## config.mk

```make
export PLATFORM = sky130hd
export DESIGN_NAME = binary_erosion_centroid
export DESIGN_NICKNAME = d
export VERILOG_FILES = /design/src/rtl/core/bec_pkg.sv /design/src/rtl/core/bec_ram.sv /design/src/rtl/core/bec_div.sv /design/src/rtl/core/bec_accum.sv /design/src/rtl/core/binary_erosion_centroid.sv
export SDC_FILE = /design/constraint.sdc
export NUM_CORES = 2
export LEC_CHECK = 0
export BUFFER_PORTS_ARGS = -buffer_cell sky130_fd_sc_hd__buf_2
export CAP_MARGIN = 20
export CELL_PAD_IN_SITES_DETAIL_PLACEMENT = 2
export CELL_PAD_IN_SITES_GLOBAL_PLACEMENT = 2
export CORE_MARGIN = 10
export CORE_UTILIZATION = 40
export CTS_CLUSTER_SIZE = 30
export DETAILED_ROUTE_END_ITERATION = 8
export PLACE_DENSITY_LB_ADDON = 0.1
export SLEW_MARGIN = 20
export SYNTH_ARGS = -nofsm -noshare
export SYNTH_HDL_FRONTEND = slang
export SYNTH_SLANG_ARGS = --single-unit
```

## constraint.sdc

```tcl
create_clock -name clk -period 17.13 [get_ports clk]
set_clock_uncertainty 0.1 [all_clocks]
set_input_delay 1.713 -clock clk [delete_from_list [all_inputs] [get_ports clk]]
set_output_delay 1.713 -clock clk [all_outputs]
set_load 0.05 [all_outputs]
```

## src/rtl/core/bec_pkg.sv

```systemverilog
// Shared constants and types of the binary erosion centroid block.
package bec_pkg;

    localparam int MAX_WIDTH_DEF  = 1024;
    localparam int MAX_HEIGHT_DEF = 1024;

    localparam int CFG_W     = 11;
    localparam int CFG_IDX_W = 2;
    localparam int SUM_W     = 40;
    localparam int CNT_W     = 21;
    localparam int COORD_W   = 10;
    localparam int WIN_W     = 9;
    localparam int LINE_BITS = 2;

    localparam logic [CFG_W-1:0] FRAME_WIDTH_RST  = 11'd160;
    localparam logic [CFG_W-1:0] FRAME_HEIGHT_RST = 11'd120;
    localparam logic [CNT_W-1:0] CNT_MAX          = {CNT_W{1'b1}};
    localparam logic [WIN_W-1:0] WIN_FULL         = {WIN_W{1'b1}};

    typedef enum logic [CFG_IDX_W-1:0] {
        REG_FRAME_WIDTH  = 'd0,
        REG_FRAME_HEIGHT = 'd1
    } cfg_reg_t;

    // Sums of one finished frame, valid for the cycle of its last pixel.
    typedef struct packed {
        logic             valid;
        logic [SUM_W-1:0] sum_x;
        logic [SUM_W-1:0] sum_y;
        logic [CNT_W-1:0] count;
    } frame_totals_t;

    // Request to the shared divider.
    typedef struct packed {
        logic             start;
        logic [SUM_W-1:0] dividend;
        logic [CNT_W-1:0] divisor;
    } div_req_t;

endpackage

```

## src/rtl/core/bec_ram.sv

```systemverilog
// Generic simple dual-port RAM with one write port and a registered read port.
module bec_ram #(
    parameter int WIDTH = 2,
    parameter int DEPTH = 1024
) (
    input  logic                     clk,
    input  logic                     wr_en,
    input  logic [$clog2(DEPTH)-1:0] wr_addr,
    input  logic [WIDTH-1:0]         wr_data,
    input  logic                     rd_en,
    input  logic [$clog2(DEPTH)-1:0] rd_addr,
    output logic [WIDTH-1:0]         rd_data
);

    logic [WIDTH-1:0] mem [DEPTH];
    logic [WIDTH-1:0] rd_data_reg;

    always_ff @(posedge clk)
    begin
        if (wr_en)
        begin
            mem[wr_addr] <= wr_data;
        end
        if (rd_en)
        begin
            rd_data_reg <= mem[rd_addr];
        end
    end

    assign rd_data = rd_data_reg;

endmodule

```

## src/rtl/core/bec_div.sv

```systemverilog
// Restoring divider, one quotient bit per cycle, keeping the low quotient bits.
module bec_div (
    input  logic                         clk,
    input  logic                         rst_n,
    input  bec_pkg::div_req_t            req,
    output logic                         done,
    output logic [bec_pkg::COORD_W-1:0]  quotient
);

    localparam int SUM_W   = bec_pkg::SUM_W;
    localparam int CNT_W   = bec_pkg::CNT_W;
    localparam int COORD_W = bec_pkg::COORD_W;
    localparam int STEP_W  = $clog2(SUM_W);

    typedef enum logic {
        ST_IDLE,
        ST_RUN
    } state_t;

    state_t             state_reg;
    logic               done_reg;
    logic [SUM_W-1:0]   dvd_reg;
    logic [CNT_W-1:0]   dsr_reg;
    logic [CNT_W-1:0]   rem_reg;
    logic [COORD_W-1:0] quot_reg;
    logic [STEP_W-1:0]  step_reg;

    logic [CNT_W:0]     trial;
    logic [CNT_W:0]     diff;
    logic               fits;
    logic [CNT_W-1:0]   rem_next;

    // The partial remainder stays below the divisor, so the trial value fits
    // one bit wider than the divisor.
    always_comb
    begin
        trial    = {rem_reg, dvd_reg[SUM_W-1]};
        fits     = (trial >= {1'b0, dsr_reg});
        diff     = trial - {1'b0, dsr_reg};
        rem_next = fits ? diff[CNT_W-1:0] : trial[CNT_W-1:0];
    end

    always_ff @(posedge clk or negedge rst_n)
    begin
        if (!rst_n)
        begin
            state_reg <= ST_IDLE;
            done_reg  <= 1'b0;
            dvd_reg   <= '0;
            dsr_reg   <= '0;
            rem_reg   <= '0;
            quot_reg  <= '0;
            step_reg  <= '0;
        end
        else
        begin
            done_reg <= 1'b0;
            unique case (state_reg)
                ST_IDLE:
                begin
                    if (req.start)
                    begin
                        dvd_reg   <= req.dividend;
                        dsr_reg   <= req.divisor;
                        rem_reg   <= '0;
                        quot_reg  <= '0;
                        step_reg  <= '0;
                        state_reg <= ST_RUN;
                    end
                end
                ST_RUN:
                begin
                    dvd_reg  <= {dvd_reg[SUM_W-2:0], 1'b0};
                    rem_reg  <= rem_next;
                    quot_reg <= {quot_reg[COORD_W-2:0], fits};
                    step_reg <= step_reg + STEP_W'(1);
                    if (step_reg == STEP_W'(SUM_W - 1))
                    begin
                        done_reg  <= 1'b1;
                        state_reg <= ST_IDLE;
                    end
                end
                default:
                begin
                    state_reg <= ST_IDLE;
                end
            endcase
        end
    end

    assign done     = done_reg;
    assign quotient = quot_reg;

endmodule

```

## src/rtl/core/bec_accum.sv

```systemverilog
// Erosion window, survivor test and per-frame coordinate sums.
module bec_accum #(
    parameter int MAX_WIDTH  = bec_pkg::MAX_WIDTH_DEF,
    parameter int MAX_HEIGHT = bec_pkg::MAX_HEIGHT_DEF
) (
    input  logic                              clk,
    input  logic                              rst_n,
    input  logic                              pix_valid,
    input  logic [$clog2(MAX_WIDTH)-1:0]      pix_col,
    input  logic [$clog2(MAX_HEIGHT)-1:0]     pix_row,
    input  logic                              pix_bit,
    input  logic                              pix_last,
    input  logic [bec_pkg::LINE_BITS-1:0]     line_data,
    output logic [bec_pkg::LINE_BITS-1:0]     wb_data,
    output bec_pkg::frame_totals_t            totals
);

    localparam int COL_W = $clog2(MAX_WIDTH);
    localparam int ROW_W = $clog2(MAX_HEIGHT);
    localparam int SUM_W = bec_pkg::SUM_W;
    localparam int CNT_W = bec_pkg::CNT_W;
    localparam int WIN_W = bec_pkg::WIN_W;

    logic [WIN_W-1:0] window_reg;
    logic [SUM_W-1:0] sum_x_reg;
    logic [SUM_W-1:0] sum_y_reg;
    logic [CNT_W-1:0] count_reg;

    logic [2:0]       triple;
    logic [WIN_W-1:0] window_next;
    logic             survive;
    logic [COL_W-1:0] col_m1;
    logic [ROW_W-1:0] row_m1;
    logic [SUM_W-1:0] sum_x_next;
    logic [SUM_W-1:0] sum_y_next;
    logic [CNT_W-1:0] count_next;

    // Line data holds the row two above in bit 1 and the row just above in bit 0.
    always_comb
    begin
        triple      = {line_data[1], line_data[0], pix_bit};
        window_next = {window_reg[WIN_W-4:0], triple};
        survive     = pix_valid && (pix_col >= COL_W'(2)) && (pix_row >= ROW_W'(2))
                      && (window_next == bec_pkg::WIN_FULL);
        col_m1      = pix_col - COL_W'(1);
        row_m1      = pix_row - ROW_W'(1);
        sum_x_next  = survive ? sum_x_reg + SUM_W'(col_m1) : sum_x_reg;
        sum_y_next  = survive ? sum_y_reg + SUM_W'(row_m1) : sum_y_reg;
        count_next  = (survive && (count_reg != bec_pkg::CNT_MAX))
                      ? count_reg + CNT_W'(1) : count_reg;
        wb_data     = {line_data[0], pix_bit};

        totals.valid = pix_valid && pix_last;
        totals.sum_x = sum_x_next;
        totals.sum_y = sum_y_next;
        totals.count = count_next;
    end

    always_ff @(posedge clk or negedge rst_n)
    begin
        if (!rst_n)
        begin
            window_reg <= '0;
            sum_x_reg  <= '0;
            sum_y_reg  <= '0;
            count_reg  <= '0;
        end
        else if (pix_valid)
        begin
            window_reg <= window_next;
            if (pix_last)
            begin
                sum_x_reg <= '0;
                sum_y_reg <= '0;
                count_reg <= '0;
            end
            else
            begin
                sum_x_reg <= sum_x_next;
                sum_y_reg <= sum_y_next;
                count_reg <= count_next;
            end
        end
    end

endmodule

```

## src/rtl/core/binary_erosion_centroid.sv

```systemverilog
// Top level of the 3x3 binary erosion block with survivor centroid output.
//
// Pixels enter in raster order on pixel_valid/pixel_stall/pixel_bit, one per
// transaction. Within a frame the block takes one pixel per clock. The two
// line buffers live in one 2-bit wide RAM indexed by column: a pixel reads its
// column when it is taken and writes the shifted pair back in the next cycle.
// The configuration channel (cfg_valid/cfg_ready, always ready) sets the frame
// width and height; writes belong in idle time between frames.
// After the last pixel of a frame the sums go to a shared bit-serial divider,
// which computes the column quotient and then the row quotient at one bit per
// cycle. The result transaction follows the row quotient, or comes without any
// division when no pixel survived; pixel input is stalled over that time.
// The result sits in an output register: while the receiver asserts
// result_stall it holds, and the block already takes the next frame's pixels.
// After reset the line RAM is swept to zero, one entry per cycle, so pixel
// input stays stalled until the sweep ends; configuration writes are taken.
module binary_erosion_centroid #(
    parameter int MAX_WIDTH  = bec_pkg::MAX_WIDTH_DEF,
    parameter int MAX_HEIGHT = bec_pkg::MAX_HEIGHT_DEF
) (
    input  logic                            clk,
    input  logic                            rst_n,
    input  logic                            cfg_valid,
    output logic                            cfg_ready,
    input  logic [bec_pkg::CFG_IDX_W-1:0]   cfg_index,
    input  logic [bec_pkg::CFG_W-1:0]       cfg_data,
    input  logic                            pixel_valid,
    output logic                            pixel_stall,
    input  logic                            pixel_bit,
    output logic                            result_valid,
    input  logic                            result_stall,
    output logic [bec_pkg::COORD_W-1:0]     center_x,
    output logic [bec_pkg::COORD_W-1:0]     center_y,
    output logic [bec_pkg::CNT_W-1:0]       survivor_count,
    output logic                            found
);

    localparam int COL_W     = $clog2(MAX_WIDTH);
    localparam int ROW_W     = $clog2(MAX_HEIGHT);
    localparam int CFG_W     = bec_pkg::CFG_W;
    localparam int SUM_W     = bec_pkg::SUM_W;
    localparam int CNT_W     = bec_pkg::CNT_W;
    localparam int COORD_W   = bec_pkg::COORD_W;
    localparam int LINE_BITS = bec_pkg::LINE_BITS;

    typedef enum logic [2:0] {
        ST_CLEAR,
        ST_RUN,
        ST_DIV_X,
        ST_DIV_Y,
        ST_HOLD
    } state_t;

    // Configuration registers.
    logic [CFG_W-1:0] frame_width_reg;
    logic [CFG_W-1:0] frame_height_reg;

    // Raster position of the next pixel and the pixel in the read-back stage.
    logic [COL_W-1:0] col_reg;
    logic [ROW_W-1:0] row_reg;
    logic             s1_valid_reg;
    logic [COL_W-1:0] s1_col_reg;
    logic [ROW_W-1:0] s1_row_reg;
    logic             s1_bit_reg;
    logic             s1_last_reg;

    // Control and result registers.
    state_t             state_reg;
    logic [COL_W-1:0]   clr_addr_reg;
    logic [SUM_W-1:0]   sum_y_hold_reg;
    logic [CNT_W-1:0]   count_hold_reg;
    logic [COORD_W-1:0] qx_reg;
    logic [COORD_W-1:0] qy_reg;
    logic               result_valid_reg;
    logic [COORD_W-1:0] center_x_reg;
    logic [COORD_W-1:0] center_y_reg;
    logic [CNT_W-1:0]   survivor_count_reg;
    logic               found_reg;

    logic [COL_W-1:0]       last_col;
    logic [ROW_W-1:0]       last_row;
    logic                   col_end;
    logic                   row_end;
    logic                   pixel_accept;
    logic                   ram_wr_en;
    logic [COL_W-1:0]       ram_wr_addr;
    logic [LINE_BITS-1:0]   ram_wr_data;
    logic [LINE_BITS-1:0]   line_data;
    logic [LINE_BITS-1:0]   wb_data;
    bec_pkg::frame_totals_t totals;
    bec_pkg::div_req_t      div_req;
    logic                   div_done;
    logic [COORD_W-1:0]     div_quot;

    // Sizes outside 3..MAX are clamped; the last column and row are what the
    // raster counters compare against. A size lowered below the current
    // position ends the row or frame at the next pixel.
    always_comb
    begin
        if (frame_width_reg < CFG_W'(3))
        begin
            last_col = COL_W'(2);
        end
        else if (32'(frame_width_reg) > 32'(MAX_WIDTH))
        begin
            last_col = COL_W'(MAX_WIDTH - 1);
        end
        else
        begin
            last_col = COL_W'(frame_width_reg - CFG_W'(1));
        end

        if (frame_height_reg < CFG_W'(3))
        begin
            last_row = ROW_W'(2);
        end
        else if (32'(frame_height_reg) > 32'(MAX_HEIGHT))
        begin
            last_row = ROW_W'(MAX_HEIGHT - 1);
        end
        else
        begin
            last_row = ROW_W'(frame_height_reg - CFG_W'(1));
        end
    end

    assign col_end = (col_reg >= last_col);
    assign row_end = (row_reg >= last_row);

    // Input is held off during the RAM sweep, while a frame end moves through
    // the read-back stage, and until its result has reached the output register.
    assign pixel_stall  = (state_reg != ST_RUN) || (s1_valid_reg && s1_last_reg);
    assign pixel_accept = pixel_valid && !pixel_stall;
    assign cfg_ready    = 1'b1;

    always_ff @(posedge clk or negedge rst_n)
    begin
        if (!rst_n)
        begin
            frame_width_reg  <= bec_pkg::FRAME_WIDTH_RST;
            frame_height_reg <= bec_pkg::FRAME_HEIGHT_RST;
        end
        else if (cfg_valid && cfg_ready)
        begin
            unique case (cfg_index)
                bec_pkg::REG_FRAME_WIDTH:  frame_width_reg  <= cfg_data;
                bec_pkg::REG_FRAME_HEIGHT: frame_height_reg <= cfg_data;
                default:                   ;
            endcase
        end
    end

    // Raster counters and the register stage that waits for the RAM read.
    always_ff @(posedge clk or negedge rst_n)
    begin
        if (!rst_n)
        begin
            col_reg      <= '0;
            row_reg      <= '0;
            s1_valid_reg <= 1'b0;
            s1_col_reg   <= '0;
            s1_row_reg   <= '0;
            s1_bit_reg   <= 1'b0;
            s1_last_reg  <= 1'b0;
        end
        else
        begin
            s1_valid_reg <= pixel_accept;
            if (pixel_accept)
            begin
                s1_col_reg  <= col_reg;
                s1_row_reg  <= row_reg;
                s1_bit_reg  <= pixel_bit;
                s1_last_reg <= col_end && row_end;
                if (col_end)
                begin
                    col_reg <= '0;
                    row_reg <= row_end ? '0 : row_reg + ROW_W'(1);
                end
                else
                begin
                    col_reg <= col_reg + COL_W'(1);
                end
            end
        end
    end

    // The sweep owns the write port after reset; afterwards each pixel writes
    // its column back in the cycle after reading it. Since the width is at least
    // three, two pixels in flight never share a column, so no forwarding is
    // needed around the RAM.
    always_comb
    begin
        if (state_reg == ST_CLEAR)
        begin
            ram_wr_en   = 1'b1;
            ram_wr_addr = clr_addr_reg;
            ram_wr_data = '0;
        end
        else
        begin
            ram_wr_en   = s1_valid_reg;
            ram_wr_addr = s1_col_reg;
            ram_wr_data = wb_data;
        end
    end

    bec_ram #(
        .WIDTH (LINE_BITS),
        .DEPTH (MAX_WIDTH)
    ) u_line_ram (
        .clk     (clk),
        .wr_en   (ram_wr_en),
        .wr_addr (ram_wr_addr),
        .wr_data (ram_wr_data),
        .rd_en   (pixel_accept),
        .rd_addr (col_reg),
        .rd_data (line_data)
    );

    bec_accum #(
        .MAX_WIDTH  (MAX_WIDTH),
        .MAX_HEIGHT (MAX_HEIGHT)
    ) u_accum (
        .clk       (clk),
        .rst_n     (rst_n),
        .pix_valid (s1_valid_reg),
        .pix_col   (s1_col_reg),
        .pix_row   (s1_row_reg),
        .pix_bit   (s1_bit_reg),
        .pix_last  (s1_last_reg),
        .line_data (line_data),
        .wb_data   (wb_data),
        .totals    (totals)
    );

    // The column sum is divided first, straight from the frame totals; the
    // row sum follows from the hold register once the first quotient is done.
    always_comb
    begin
        if (state_reg == ST_RUN)
        begin
            div_req.start    = totals.valid && (totals.count != '0);
            div_req.dividend = totals.sum_x;
            div_req.divisor  = totals.count;
        end
        else
        begin
            div_req.start    = (state_reg == ST_DIV_X) && div_done;
            div_req.dividend = sum_y_hold_reg;
            div_req.divisor  = count_hold_reg;
        end
    end

    bec_div u_div (
        .clk      (clk),
        .rst_n    (rst_n),
        .req      (div_req),
        .done     (div_done),
        .quotient (div_quot)
    );

    // Frame-end sequencing and the output register.
    always_ff @(posedge clk or negedge rst_n)
    begin
        if (!rst_n)
        begin
            state_reg          <= ST_CLEAR;
            clr_addr_reg       <= '0;
            sum_y_hold_reg     <= '0;
            count_hold_reg     <= '0;
            qx_reg             <= '0;
            qy_reg             <= '0;
            result_valid_reg   <= 1'b0;
            center_x_reg       <= '0;
            center_y_reg       <= '0;
            survivor_count_reg <= '0;
            found_reg          <= 1'b0;
        end
        else
        begin
            if (result_valid_reg && !result_stall)
            begin
                result_valid_reg <= 1'b0;
            end

            unique case (state_reg)
                ST_CLEAR:
                begin
                    clr_addr_reg <= clr_addr_reg + COL_W'(1);
                    if (clr_addr_reg == COL_W'(MAX_WIDTH - 1))
                    begin
                        state_reg <= ST_RUN;
                    end
                end
                ST_RUN:
                begin
                    if (totals.valid)
                    begin
                        sum_y_hold_reg <= totals.sum_y;
                        count_hold_reg <= totals.count;
                        if (totals.count == '0)
                        begin
                            // Nothing survived: report zero centers, no division.
                            qx_reg    <= '0;
                            qy_reg    <= '0;
                            state_reg <= ST_HOLD;
                        end
                        else
                        begin
                            state_reg <= ST_DIV_X;
                        end
                    end
                end
                ST_DIV_X:
                begin
                    if (div_done)
                    begin
                        qx_reg    <= div_quot;
                        state_reg <= ST_DIV_Y;
                    end
                end
                ST_DIV_Y:
                begin
                    if (div_done)
                    begin
                        qy_reg    <= div_quot;
                        state_reg <= ST_HOLD;
                    end
                end
                ST_HOLD:
                begin
                    if (!result_valid_reg || !result_stall)
                    begin
                        result_valid_reg   <= 1'b1;
                        center_x_reg       <= qx_reg;
                        center_y_reg       <= qy_reg;
                        survivor_count_reg <= count_hold_reg;
                        found_reg          <= (count_hold_reg != '0);
                        state_reg          <= ST_RUN;
                    end
                end
                default:
                begin
                    state_reg <= ST_CLEAR;
                end
            endcase
        end
    end

    assign result_valid   = result_valid_reg;
    assign center_x       = center_x_reg;
    assign center_y       = center_y_reg;
    assign survivor_count = survivor_count_reg;
    assign found          = found_reg;

endmodule

```

Word level (Yosys, flattened, before mapping). Memories as Yosys holds them, arrays and structs flattened. A register that Yosys moved wholly into a read port is not among the register bits. Index checks and enable logic that the tools add are counted.

Register bits after elaboration: 409. RAM bits: 2048. Input port bits: 19. Output and inout bits: 45. Logic and storage cells: 149. Memories: 1.

$add $sub $neg: 12. Order comparisons: 9. Eq/ne operators: 17. Multiplexer cells: 47. Bitwise gates (word level): 1. Reductions and logical operators: 31.

Memories: u_line_ram.mem (depth 1024, width 2, rd ports 1, clocked after Yosys merged registers in 1, wr ports 1, line bec_ram.sv:15) `logic [WIDTH-1:0] mem [DEPTH];`.

Operators by type and width (count): 2-to-1 mux 40 bit (5); 2-to-1 mux 10 bit (11); 2-to-1 mux 21 bit (4); adder 40 x 10 -> 40 bit (2); one-hot mux 40 bit (2 select lines) (1); 2-to-1 mux 62 bit (1); one-hot mux 10 bit (2 select lines) (3); one-hot mux 21 bit (2 select lines) (1); nonzero test 21 bit (2); subtractor 10 x 1 -> 10 bit (second input constant) (4); adder 10 x 1 -> 10 bit (second input constant) (3); greater-or-equal comparator 22 x 21 -> 1 bit (1); greater-than comparator 11 bit (second input constant) (2); < comparator 11 x 2 -> 1 bit (second input constant) (2); adder 21 x 1 -> 21 bit (second input constant) (1); zero test 21 bit (1); inequality test 21 bit (second input constant) (1); subtractor 21 bit (1); greater-or-equal comparator 10 bit (2); greater-or-equal comparator 10 x 2 -> 1 bit (second input constant) (2); 2-to-1 mux 3 bit (6); one-hot mux 3 bit (5 select lines) (1); one-hot mux 6 bit (2 select lines) (1); AND reduction 2 bit (6); other kinds (24) (53).

Longest topological paths before layout.
Depth in word-level cells: 11. Mapped depth: 17. Mapped depth without buffers: 16.

Hierarchy. A second synthesis with hierarchy kept.

Cell total of the unflattened synthesis: 7045. Area total of the unflattened synthesis: 106547.2 µm².

Modules (own cells, without submodules): bec_ram (instances 1, cells an instance 4793, area each 83777.8 µm², seq. area each 61559.0 µm²); binary_erosion_centroid (instances 1, cells an instance 835, area each 9796.9 µm², seq. area each 5062.4 µm²); bec_accum (instances 1, cells an instance 814, area each 7405.9 µm², seq. area each 2677.6 µm²); bec_div (instances 1, cells an instance 603, area each 5566.6 µm², seq. area each 2502.4 µm²).

Worst setup path before layout. Ideal clock, no wire load.

Path kind: register -> register. From: register state_reg[1]. To: memory u_line_ram.mem[0][0], data pin. Setup time: 2.869 ns. Arrival: 14.091 ns. Required time: 14.161 ns. Setup slack: 0.071 ns. Stages on the path, launching flop included: 6. Path buffers: 3. Clock period less this slack: 17.059 ns. Path through: dfrtp_1 > clkbuf_1 > or3_1 > clkbuf_1 > clkbuf_1 > and2_1.

Cells in the longest elaborated chain, start to end: 2.

Ends and longest elaborated chain: from (decl) (line binary_erosion_centroid.sv:68) `state_t state_reg;`; from (signal assigned) (line binary_erosion_centroid.sv:268) `state_reg <= ST_CLEAR;`; from (signal assigned) (line binary_erosion_centroid.sv:293) `state_reg <= ST_RUN;`; from (signal assigned) (line binary_erosion_centroid.sv:307) `state_reg <= ST_HOLD;`; zero test 3 bit (line binary_erosion_centroid.sv:194) `if (state_reg == ST_CLEAR)`; 2-to-1 mux 2 bit (line binary_erosion_centroid.sv:194); net ram_wr_data[0] (line binary_erosion_centroid.sv:87) `logic [LINE_BITS-1:0] ram_wr_data;`; to (decl) (line bec_ram.sv:15).

The timed path passes the listed nets, and every way through them passes these cells.

==> flow_metrics.tcl <==
set metrics [dict create \
    status "completed" \
    vias_per_cell 5.93 \
    io_buffers 62 \
    max_freq_ghz 0.143 \
    layout_commonest_cell "edfxtp_1" \
    drive_above_1_share_pct 18.1 \
    vias 64624 \
    ir_worst_vdd_v 0.0000784 \
    cellLeakagePower_uw 0.0338 \
    fin_crit_ns 7.02 \
    fin_util_pct 45.4 \
    slew_violations 0 \
    reg2regPathDepth 11 \
    die_area_mm2 0.285 \
    clk_pin_slew_worst_paths_ns 0.06 \
    rsz0062_at_grt "no" \
    detail_route.wl_per_cell_um 33.3 \
    ys.flop_type "edfxtp_1" \
    dr.pass1.iters 6 \
    cts.sinks 2459 \
    die_h_um 534 \
    yosysWarningCount 0 \
    min_to "found$_DFFE_PN0P_" \
    cts_buffers 283 \
    gp_congestion 0.783 \
    largest_register_ffs 2048 \
    r2r-start "col_reg[0]$_DFFE_PN0P_" \
    cts_hold_buf 0 \
    initial_core_util_pct 40.2 \
    root_buffer "clkbuf_16" \
    start_kind "flop" \
    worstPathRequired_ns 17.69 \
    synth_edf_count 2050 \
    ys_async_sr_fraction_pct 16.6 \
    syn_to_final_growth_pct 13.0 \
    whs_path_depth 2 \
    setup-tns-final_ns 0 \
    grt_pass1_vias 71078 \
    cts_resized 0 \
    hold_viol 0 \
    power_density_mw_per_mm2 105 \
    worstSetupPathType "flop to flop" \
    htree_levels 5 \
    avgSynthCellArea_um2 14.8 \
    period_share_pct 41.0 \
    largest_register "u_line_ram.mem" \
    cts_tree "built" \
    critPathCaptureType "flop" \
    grt_max_degree 247 \
    ys_types 77 \
    r2r_setup_slack_ns 10.11 \
    critical_path.max_fanout 82 \
    final_nets 7239 \
    ys_seq_elements 2459 \
    min_path_type "flop to flop" \
    syn-instance-count 7127 \
    synth-seq-area-share_pct 68.0 \
    finalSetupViolations 0 \
    synth_nets 7221 \
    post_cts_buffers 0 \
    antenna_found_initial 17 \
    pin_count 64 \
    drc_errors 0 \
    worst_r2r_endpoint "u_line_ram.rd_data[1]$_DFFE_PP_" \
    worstMarginPinSlew_ns 1.17 \
    rows 188 \
    synth_area_mm2 0.106 \
    worstSkewPairLatency_ns 0.92 \
    dp_hpwl_um 213000 \
    grt_pass1_wl_um 527000 \
    grt_usage_pct 25.0 \
    arrival_ns 7.57 \
    drt_iter0_drc 6350 \
    drt-total-wl_um 363000 \
    core_mm2 0.263 \
    cap_violations 0 \
    layout_common_cells "edfxtp_1 (2050), nor2_1 (1225), mux4_2 (490)" \
    cts_buffer_depth 4 \
    hp-start "found$_DFFE_PN0P_" \
    drtAntennaViolNets 0 \
    max_slew_margin_pct 21.9 \
    die_w_um 534 \
    grt-ovfl-total 0 \
]
## metrics by stage
step / hold slack [ns] / std cells / setup WS [ns] / power [uW] / instance area [um^2]
finish: 0.381 / 10897 / 10.11 / 12600 / 119000
global placement: 0.364 / 10369 / 10.05 / 6630 / 110000
global route: 0.411 / 10895 / 9.74 / 12900 / 119000
floorplan: 0.342 / 7127 / 0.0707 / 6590 / 106000
detailed placement: 0.374 / 10372 / 10.01 / 6630 / 110000
CTS: 0.387 / 10887 / 9.95 / 12700 / 119000
## synth_stat cells, drive strengths merged (11+ instances only)
cell | n | area share, %
mux2i | 258 | 2.4
mux4 | 490 | 10
xnor2 | 88 | 0.73
o31ai | 39 | 0.28
a21oi | 119 | 0.56
nor4 | 27 | 0.16
or4 | 11 | 0.078
a2111oi | 22 | 0.18
and3 | 42 | 0.25
xor2 | 66 | 0.55
o211ai | 26 | 0.18
nand2 | 512 | 1.8
inv | 76 | 0.27
nand4 | 30 | 0.18
edfxtp | 2050 | 58
a31oi | 24 | 0.14
o21ai | 345 | 1.6
a22o | 54 | 0.45
nor2 | 1232 | 4.4
a211o | 14 | 0.12
mux2 | 69 | 0.74
dfrtp | 403 | 9.6
o22ai | 42 | 0.25
buf | 185 | 0.84
nor2b | 38 | 0.23
nand3 | 60 | 0.30
a21o | 31 | 0.22
a211oi | 37 | 0.26
nand2b | 17 | 0.10
and2 | 15 | 0.089
or3 | 21 | 0.12
nor3 | 85 | 0.40
ha | 72 | 0.85
clkbuf | 337 | 1.2
a221oi | 22 | 0.18
or2 | 14 | 0.083
o221ai | 41 | 0.34
## layout make-up
type | instances | area [um^2]
multi-input cells | 4069 | 31700
fillers | 25008 | 143000
clock inverters | 153 | 1460
repair buffers | 255 | 1940
clock buffers | 362 | 7660
flip-flops and latches | 2459 | 71800
well taps | 3515 | 4400
diodes | 7 | 17.5
inverters | 77 | 297
## worst max-delay path by stage
stage	from	depth (start not counted)	end
final	col_reg[0]$_DFFE_PN0P_	11	u_line_ram.rd_data[1]$_DFFE_PP_
after global routing	col_reg[0]$_DFFE_PN0P_	11	u_line_ram.rd_data[1]$_DFFE_PP_
after CTS	col_reg[0]$_DFFE_PN0P_	11	u_line_ram.rd_data[1]$_DFFE_PP_
after detailed placement	col_reg[0]$_DFFE_PN0P_	11	u_line_ram.rd_data[1]$_DFFE_PP_
after global placement	col_reg[0]$_DFFE_PN0P_	12	u_line_ram.rd_data[1]$_DFFE_PP_
after floorplan	state_reg[1]$_DFFE_PN0P_	5	u_line_ram.mem[0][0]$_DFFE_PP_
## critical path: stages (launching register included)
cell,delay [ns]
dfrtp_4,0.92
buf_4,0.62
buf_12,0.62
buf_4,0.76
mux4_2,0.61
mux4_2,0.47
o22ai_1,0.67
nor2_1,0.14
nor2_1,0.65
a221oi_1,0.24
or4b_2,0.67
and3_1,0.22
## power breakdown
part | switching (uW) | internal (uW) | leakage, uW | total (uW)
Clock | 2580 | 3500 | 0.00444 | 6080
Sequential | 11.4 | 6410 | 0.0197 | 6420
Combinational | 53.7 | 27.8 | 0.00962 | 81.5
## logic make-up after synthesis
group / count (synthesis) / share of synthesized area [%]
muxes: 817 / 13.6
adders and majority gates: 75 / 0.910
xor gates and xnor gates: 154 / 1.28
and+or+nand+nor: 2125 / 8.35
AOI/OAI and AO/OA: 897 / 5.47
buffers and inverters: 599 / 2.31
DFF: 2459 / 68.0
other: 1 / 0.00355
## routing by layer
layer	GRT usage, %	vias up	routed length [um]
met3	3.37	597	19400
met1	32.3	35001	146000
met5	0	-	13
met4	8.13	2	13400
li1	-	27069	-
met2	43.4	1955	184000
No activity file was read; power rests on OpenSTA's default activity.
